File: config.mk
export PLATFORM = sky130hd
export DESIGN_NAME = deque_with_search_unit
export DESIGN_NICKNAME = d
export VERILOG_FILES = /design/src/dq_pkg.sv /design/src/dq_cell.sv /design/src/deque_with_search_unit.sv
export SDC_FILE = /design/constraint.sdc
export NUM_CORES = 2
export LEC_CHECK = 0
export BUFFER_PORTS_ARGS = -buffer_cell sky130_fd_sc_hd__buf_2
export CAP_MARGIN = 5
export CORE_ASPECT_RATIO = 0.8
export CORE_MARGIN = 1
export CORE_UTILIZATION = 40
export DETAILED_ROUTE_END_ITERATION = 8
export GPL_TIMING_DRIVEN = 1
export PLACE_DENSITY_LB_ADDON = 0.1
export SYNTH_ARGS = -nofsm -noshare
export SYNTH_HDL_FRONTEND = slang
export SYNTH_SLANG_ARGS = --single-unit
File: constraint.sdc
create_clock -name clk -period 15.02 [get_ports clk]
set_clock_uncertainty 0.2 [all_clocks]
set_input_delay 1.502 -clock clk [delete_from_list [all_inputs] [get_ports clk]]
set_output_delay 1.502 -clock clk [all_outputs]
set_load 0.02 [all_outputs]
File: src/dq_pkg.sv
`default_nettype none
package dq_pkg;

	// Number of entries the queue can hold.
	localparam int DEPTH = 16;
	localparam int IDX_W = (DEPTH > 1) ? $clog2(DEPTH) : 1;
	localparam int CNT_W = $clog2(DEPTH + 1);

	// Fixed field widths of the transactions.
	localparam int ACT_W  = 3;
	localparam int DATA_W = 32;
	localparam int STAT_W = 2;
	localparam int OCC_W  = 5;

	// Action codes.
	localparam logic [ACT_W-1:0] ACT_PUSH_FRONT = 3'd0;
	localparam logic [ACT_W-1:0] ACT_PUSH_BACK  = 3'd1;
	localparam logic [ACT_W-1:0] ACT_POP_FRONT  = 3'd2;
	localparam logic [ACT_W-1:0] ACT_POP_BACK   = 3'd3;
	localparam logic [ACT_W-1:0] ACT_SEARCH     = 3'd4;
	localparam logic [ACT_W-1:0] ACT_CLEAR      = 3'd5;

	// Status codes.
	localparam logic [STAT_W-1:0] STAT_OK    = 2'd0;
	localparam logic [STAT_W-1:0] STAT_EMPTY = 2'd1;
	localparam logic [STAT_W-1:0] STAT_FULL  = 2'd2;

	// Cell operation codes.
	localparam logic [1:0] CELL_HOLD = 2'd0;
	localparam logic [1:0] CELL_SHR  = 2'd1;
	localparam logic [1:0] CELL_SHL  = 2'd2;
	localparam logic [1:0] CELL_LOAD = 2'd3;

	// Control broadcast to every cell.
	typedef struct packed {
		logic [1:0]              op;
		logic [CNT_W-1:0]        count;
		logic signed [DATA_W-1:0] wdata;
		logic signed [DATA_W-1:0] key;
	} cell_ctrl_t;

	// Probe token that walks from cell to cell.
	typedef struct packed {
		logic                     valid;
		logic                     hit;
		logic signed [DATA_W-1:0] data;
	} probe_t;

endpackage
`default_nettype wire

File: src/dq_cell.sv
`default_nettype none
module dq_cell (
	input  wire                            clk,
	input  wire                            arst_n,
	input  wire  [dq_pkg::IDX_W-1:0]       index,
	input  wire  dq_pkg::cell_ctrl_t       ctrl,
	input  wire  signed [dq_pkg::DATA_W-1:0] left_data,
	input  wire  signed [dq_pkg::DATA_W-1:0] right_data,
	output logic signed [dq_pkg::DATA_W-1:0] data,
	input  wire  dq_pkg::probe_t           probe_in,
	output dq_pkg::probe_t                 probe_out
);
	import dq_pkg::*;

	logic signed [DATA_W-1:0] data_q;
	logic                     pvalid_q;
	logic                     phit_q;
	logic signed [DATA_W-1:0] pdata_q;
	logic                     occupied;
	logic                     is_last;
	logic                     is_tail;
	logic                     match;

	assign occupied = CNT_W'(index) < ctrl.count;
	assign is_last  = CNT_W'(index) == (ctrl.count - CNT_W'(1));
	assign is_tail  = CNT_W'(index) == ctrl.count;
	assign match    = probe_in.valid & occupied & (data_q == ctrl.key);

	always_ff @(posedge clk) begin
		case (ctrl.op)
			CELL_SHR: data_q <= left_data;
			CELL_SHL: data_q <= right_data;
			CELL_LOAD: begin
				if (is_tail) begin
					data_q <= ctrl.wdata;
				end
			end
			default: data_q <= data_q;
		endcase
	end

	// The token picks up a hit and, at the last occupied cell, that cell's word.
	always_ff @(posedge clk or negedge arst_n) begin
		if (!arst_n) begin
			pvalid_q <= 1'b0;
		end else begin
			pvalid_q <= probe_in.valid;
		end
	end

	always_ff @(posedge clk) begin
		phit_q  <= probe_in.hit | match;
		pdata_q <= (probe_in.valid && is_last) ? data_q : probe_in.data;
	end

	assign data      = data_q;
	assign probe_out = '{valid: pvalid_q, hit: phit_q, data: pdata_q};

endmodule
`default_nettype wire

File: src/deque_with_search_unit.sv
// Push front, push back, pop front, clear, unused codes, and search or pop
// back on an empty queue: a registered result in the cycle after accept; a
// new transaction every cycle unless in_stall holds it off. Other searches
// and pop backs walk a token from start_q down the DEPTH cells, one at a time.
// Reset (arst_n low, asynchronous) empties the queue and drops any result.
`default_nettype none
module deque_with_search_unit (
	input  wire                             clk,
	input  wire                             arst_n,
	input  wire                             in_valid,
	output logic                            in_stall,
	input  wire  [dq_pkg::ACT_W-1:0]        action,
	input  wire  signed [dq_pkg::DATA_W-1:0] value,
	output logic                            out_valid,
	input  wire                             out_stall,
	output logic [dq_pkg::STAT_W-1:0]       status,
	output logic signed [dq_pkg::DATA_W-1:0] popped,
	output logic                            found,
	output logic [dq_pkg::OCC_W-1:0]        occupancy
);
	import dq_pkg::*;

	// Controller states: either ready for a transaction or waiting on a probe.
	localparam logic S_IDLE  = 1'b0;
	localparam logic S_PROBE = 1'b1;

	logic                     state_q;
	logic [ACT_W-1:0]         act_q;
	logic signed [DATA_W-1:0] key_q;
	logic                     start_q;
	logic [CNT_W-1:0]         count_q;

	logic                     out_valid_q;
	logic [STAT_W-1:0]        status_q;
	logic signed [DATA_W-1:0] popped_q;
	logic                     found_q;
	logic [OCC_W-1:0]         occ_q;

	logic                     accept;
	logic                     full;
	logic                     empty;
	logic                     launch;
	logic                     imm_res;
	logic [STAT_W-1:0]        imm_status;
	logic signed [DATA_W-1:0] imm_popped;
	logic [CNT_W-1:0]         imm_count;
	logic                     probe_done;
	logic [CNT_W-1:0]         done_count;

	cell_ctrl_t               ctrl;
	logic signed [DATA_W-1:0] cell_data [DEPTH];
	logic signed [DATA_W-1:0] left_in   [DEPTH];
	logic signed [DATA_W-1:0] right_in  [DEPTH];
	probe_t                   probe     [DEPTH+1];

	// The input side is held off while a probe is walking the chain, or while
	// the output register holds a result that the receiver has not taken.
	assign in_stall = (state_q != S_IDLE) | (out_valid_q & out_stall);
	assign accept   = in_valid & ~in_stall;
	assign full     = count_q == CNT_W'(DEPTH);
	assign empty    = count_q == '0;

	// Decode an accepted transaction. Cells are kept front aligned: cell 0 is
	// always the front entry, so a push front or pop front moves the whole row
	// by one place, and a push back loads the cell just past the last entry.
	always_comb begin
		ctrl.op    = CELL_HOLD;
		ctrl.count = count_q;
		ctrl.wdata = value;
		ctrl.key   = key_q;
		launch     = 1'b0;
		imm_res    = 1'b0;
		imm_status = STAT_OK;
		imm_popped = '0;
		imm_count  = count_q;
		if (accept) begin
			imm_res = 1'b1;
			case (action)
				ACT_PUSH_FRONT: begin
					if (full) begin
						imm_status = STAT_FULL;
					end else begin
						ctrl.op   = CELL_SHR;
						imm_count = count_q + CNT_W'(1);
					end
				end
				ACT_PUSH_BACK: begin
					if (full) begin
						imm_status = STAT_FULL;
					end else begin
						ctrl.op   = CELL_LOAD;
						imm_count = count_q + CNT_W'(1);
					end
				end
				ACT_POP_FRONT: begin
					if (empty) begin
						imm_status = STAT_EMPTY;
					end else begin
						ctrl.op    = CELL_SHL;
						imm_popped = cell_data[0];
						imm_count  = count_q - CNT_W'(1);
					end
				end
				ACT_POP_BACK: begin
					if (empty) begin
						imm_status = STAT_EMPTY;
					end else begin
						imm_res = 1'b0;
						launch  = 1'b1;
					end
				end
				ACT_SEARCH: begin
					// An empty queue answers not found at once.
					if (!empty) begin
						imm_res = 1'b0;
						launch  = 1'b1;
					end
				end
				ACT_CLEAR: imm_count = '0;
				default: imm_count = count_q;
			endcase
		end
	end

	// Neighbor wiring: the push value enters at the front, and the last cell
	// keeps its own word on a left shift.
	assign probe[0] = '{valid: start_q, hit: 1'b0, data: '0};

	for (genvar k = 0; k < DEPTH; k++) begin : g_cell
		if (k == 0) begin : g_first
			assign left_in[k] = value;
		end else begin : g_mid
			assign left_in[k] = cell_data[k-1];
		end
		if (k == DEPTH - 1) begin : g_last
			assign right_in[k] = cell_data[k];
		end else begin : g_rest
			assign right_in[k] = cell_data[k+1];
		end

		dq_cell u_cell (
			.clk       (clk),
			.arst_n    (arst_n),
			.index     (IDX_W'(k)),
			.ctrl      (ctrl),
			.left_data (left_in[k]),
			.right_data(right_in[k]),
			.data      (cell_data[k]),
			.probe_in  (probe[k]),
			.probe_out (probe[k+1])
		);
	end

	// The token leaves the last cell carrying the search hit and the word of
	// the last occupied cell; a pop back then shortens the queue by one.
	assign probe_done = (state_q == S_PROBE) & probe[DEPTH].valid;
	assign done_count = (act_q == ACT_POP_BACK) ? count_q - CNT_W'(1) : count_q;

	always_ff @(posedge clk or negedge arst_n) begin
		if (!arst_n) begin
			state_q     <= S_IDLE;
			start_q     <= 1'b0;
			count_q     <= '0;
			out_valid_q <= 1'b0;
		end else begin
			start_q <= launch;
			if (launch) begin
				state_q <= S_PROBE;
			end else if (probe_done) begin
				state_q <= S_IDLE;
			end
			if (imm_res) begin
				count_q <= imm_count;
			end else if (probe_done) begin
				count_q <= done_count;
			end
			if (imm_res || probe_done) begin
				out_valid_q <= 1'b1;
			end else if (!out_stall) begin
				out_valid_q <= 1'b0;
			end
		end
	end

	// Transaction payload registers.
	always_ff @(posedge clk) begin
		if (launch) begin
			act_q <= action;
			key_q <= value;
		end
		if (imm_res) begin
			status_q <= imm_status;
			popped_q <= imm_popped;
			found_q  <= 1'b0;
			occ_q    <= OCC_W'(imm_count);
		end else if (probe_done) begin
			status_q <= STAT_OK;
			popped_q <= (act_q == ACT_POP_BACK) ? probe[DEPTH].data : '0;
			found_q  <= (act_q == ACT_SEARCH) & probe[DEPTH].hit;
			occ_q    <= OCC_W'(done_count);
		end
	end

	assign out_valid = out_valid_q;
	assign status    = status_q;
	assign popped    = popped_q;
	assign found     = found_q;
	assign occupancy = occ_q;

endmodule
`default_nettype wire

==> summary.md <==
| Metric | Value |
|---|---|
| Clock network power share | 0.414 |
| Routed Antenna Nets | 0 |
| Initial antenna violation count | 9 |
| Io pins | 81 |
| Total gr overflow | 0 |
| Worst Path Max Fanout | 89 |
| CP Capture Type | flop |
| Yosys warns | 0 |
| Vias in the first global route | 31700 |
| Reg power frac | 0.473 |
| DR iter-0 viols | 4516 |
| Placer Congestion | 0.936 |
| CP Launch Type | flop |
| Synth Flop Type | edfxtp_1 |
| Most frequent cells in the layout | 586 x edfxtp_1, 529 x dfxtp_1, 490 x mux2_2, 411 x a221o_1, 274 x xor2_1 |
| Data required time of the critical path | 15420 ps |
| P&R area growth vs syn | 12.0% |
| Max-slew violations | 0 |
| Chip Height | 314 um |
| Wire per inst | 35.9 um |
| Site Rows | 114 |
| F_max | 0.174 GHz |
| Actual slew at the worst max-slew pin | 1290 ps |
| Final Hold Fails | 0 |
| Hold WS | 193 ps |
| Syn_area_per_cell | 13.8 sq um |
| First-pass GRT wire length | 260000 um |
| Pleak | 20.3 nW |
| Sequential area share after synthesis | 0.591 |
| Largest family of logic cells by synthesized area | multiplexers |
| Period utilization | 0.383 |
| CTS buffer count | 116 |
| PortBufs | 80 |
| Nets@finish | 3547 |
| Final Setup Violations | 0 |
| Cell Area, Synth | 48700 sq um |
| Flop and latch count out of synthesis | 1139 |
| Layout cell share with drive strength beyond 1 | 0.255 |
| Initial DRT Pass Iterations | 6 |
| Simple-Gate Fraction of Synth Area | 0.0529 |
| Crit path arrival time | 6150 ps |
| Peak supply drop | 0.0000965 V |
| CP Class | flop to flop |
| Post-CTS Hold Buffers | 0 |
| Run status | finished clean |
| Commonest non-fill, non-tap cell in the layout | edfxtp_1 |
| Hold Crit Start | g_cell[5].u_cell.phit_q$_DFF_P_ |
| DRC Markers | 0 |
| Post_cts resized | 0 |
| Sw Share | 0.267 |
| Cell chosen for the clock root | clkbuf_16 |
| Clk_lat worst skew | 760 ps |
| Worst R2R Start | count_q[0]$_DFFE_PN0P_ |
| Design Area, Final | 54600 sq um |
| Post-synthesis cell type count | 69 |
| DP Area | 50500 sq um |
| Mux contribution to synthesized area | 0.119 |
| Largest net degree at the start of global routing | 161 |
| Comb power frac | 0.114 |
| RSZ-0062 raised after global routing | false |
| Clock buffer depth | 3 |
| Clock-pin slew on the worst setup and hold paths | 70 ps |
| Core area | 121000 sq um |
| Finished Layout Cells | 5230 |
| Post-synthesis compound-gate area fraction | 0.110 |
| Slew Limit Headroom | 0.131 |
| Final setup TNS | 0 ps |
| Die ar. | 123000 sq um |
| EDFF count, synth | 586 |
| Syn nets | 3578 |
| Internal | 0.00547 W |
| Total Wirelength | 188000 um |
| Placed insts | 5007 |
| Post-Synth Adder-Cell Area | 0.00154 |
| Die X | 392 um |
| P_sw | 0.00199 W |
| Setup bufs post-CTS | 0 |
| Hpwl dp | 134000 um |
| MaxCap Viol Count | 0 |
| Async S/R FF share, synth | 0.0211 |
| Pwr per Cell Area | 137 nW/um^2 |
| Clock Sinks | 1139 |
| Post-synthesis xor/xnor area fraction | 0.0917 |
| HP Class | flop to flop |
| Fin crit period | 5750 ps |
| CTS tree | built |
| CP Launch Point | count_q[0]$_DFFE_PN0P_ |
| GR Util All Layers | 0.301 |
| Post-Syn Instances | 3533 |
| Routed via count | 32700 |
| H-tree depth | 3 |
| Starting Density | 0.403 |
| Overall Power | 0.00746 W |
| Vias per cell | 6.25 |
==> sequential cells by signal, summed over array words and instances (netlist names), 3 cells and up <==
signal and cells:
act_q 3, count_q 5, g_cell.u_cell.data 512, g_cell.u_cell.pdata_q 512
g_cell.u_cell.phit_q 16, g_cell.u_cell.pvalid_q 16, key_q 32, occupancy 5
popped 32
==> logic make-up after synthesis <==
kind of cell,count (synthesis)
simple gates,468
xor+xnor,510
fa+ha+maj,6
mux,513
flops,1139
compound gates,566
buf+inv,331
==> power by group through the flow <==
stage          logic [W]  registers, W  clock network (W)
2_1_floorplan   0.000450       0.00358                  0
3_3_place_gp    0.000813       0.00359                  0
3_5_place_dp    0.000821       0.00359                  0
4_1_cts         0.000826       0.00352            0.00310
5_1_grt         0.000877       0.00354            0.00322
6_report        0.000847       0.00353            0.00308
==> routing by layer <==
layer  vias to the layer above  GRT usage  routed length [um]
met5                         -          0                   8
met4                         2     0.0692                4700
met3                       201     0.0850               20400
met2                      1932      0.435               79700
met1                     17100      0.442               82900
li1                      13500          -                   -
==> worst paths after layout <==
kind                                                         to  slack (ps)  depth (start not counted)
hold reg to reg                 g_cell[6].u_cell.phit_q$_DFF_P_         190                          1
setup / recovery            g_cell[10].u_cell.data[5]$_DFFE_PP_        9270                          9
max in group asynchronous  g_cell[12].u_cell.pvalid_q$_DFF_PN0_       13390                          1
min in group asynchronous                     start_q$_DFF_PN0_         680                          1
setup reg to reg            g_cell[10].u_cell.data[5]$_DFFE_PP_        9270                          9
hold / removal                  g_cell[6].u_cell.phit_q$_DFF_P_         190                          1
==> cells in the mapped netlist, types with 5 or more instances <==
cell,n,share of area
a211oi_1,6,0.00092
a21o_1,34,0.0052
a21oi_1,21,0.0022
a221o_1,411,0.084
a221o_2,24,0.0055
a41o_1,15,0.0031
and2_1,66,0.0085
buf_1,14,0.0011
buf_2,84,0.0086
buf_4,32,0.0049
buf_6,27,0.0062
clkbuf_1,157,0.012
dfrtp_1,24,0.012
dfxtp_1,529,0.22
edfxtp_1,586,0.36
ha_1,6,0.0015
inv_1,15,0.0012
mux2_1,22,0.0051
mux2_2,490,0.11
nand2_1,91,0.0070
nand2b_1,5,0.00064
nand3_1,87,0.0089
nand4_1,67,0.0086
nor2_1,23,0.0018
nor3_1,15,0.0015
nor4_1,79,0.010
o211ai_1,16,0.0025
o21ai_0,7,0.00072
o22ai_1,6,0.00077
xnor2_1,236,0.042
xor2_1,274,0.049
==> per-stage QoR <==
stage,util,worst slack [ps]
floorplan,-,8900
global placement,0.418,9360
detailed placement,0.418,9260
CTS,0.452,9550
global route,0.452,9130
finish,0.452,9270
==> final cells by class <==
class	instances	area, sq um
clock inverters	51	552
diodes	1	2.50
flip-flops and latches	1139	28800
inverters	16	60.1
repair buffers	166	1080
well taps	1624	2030
fillers	10900	66300
multi-input cells	2063	18500
clock buffers	170	3490
==> critical path: stages, from the launching register on <==
cell     delay (ps)
dfrtp_1         380
buf_4           200
inv_1           200
ha_1            350
nor4b_4         390
or2_0           590
a211o_4         940
buf_4           910
buf_4           910
a221o_1         300
Power figures use the tool's default switching activity.
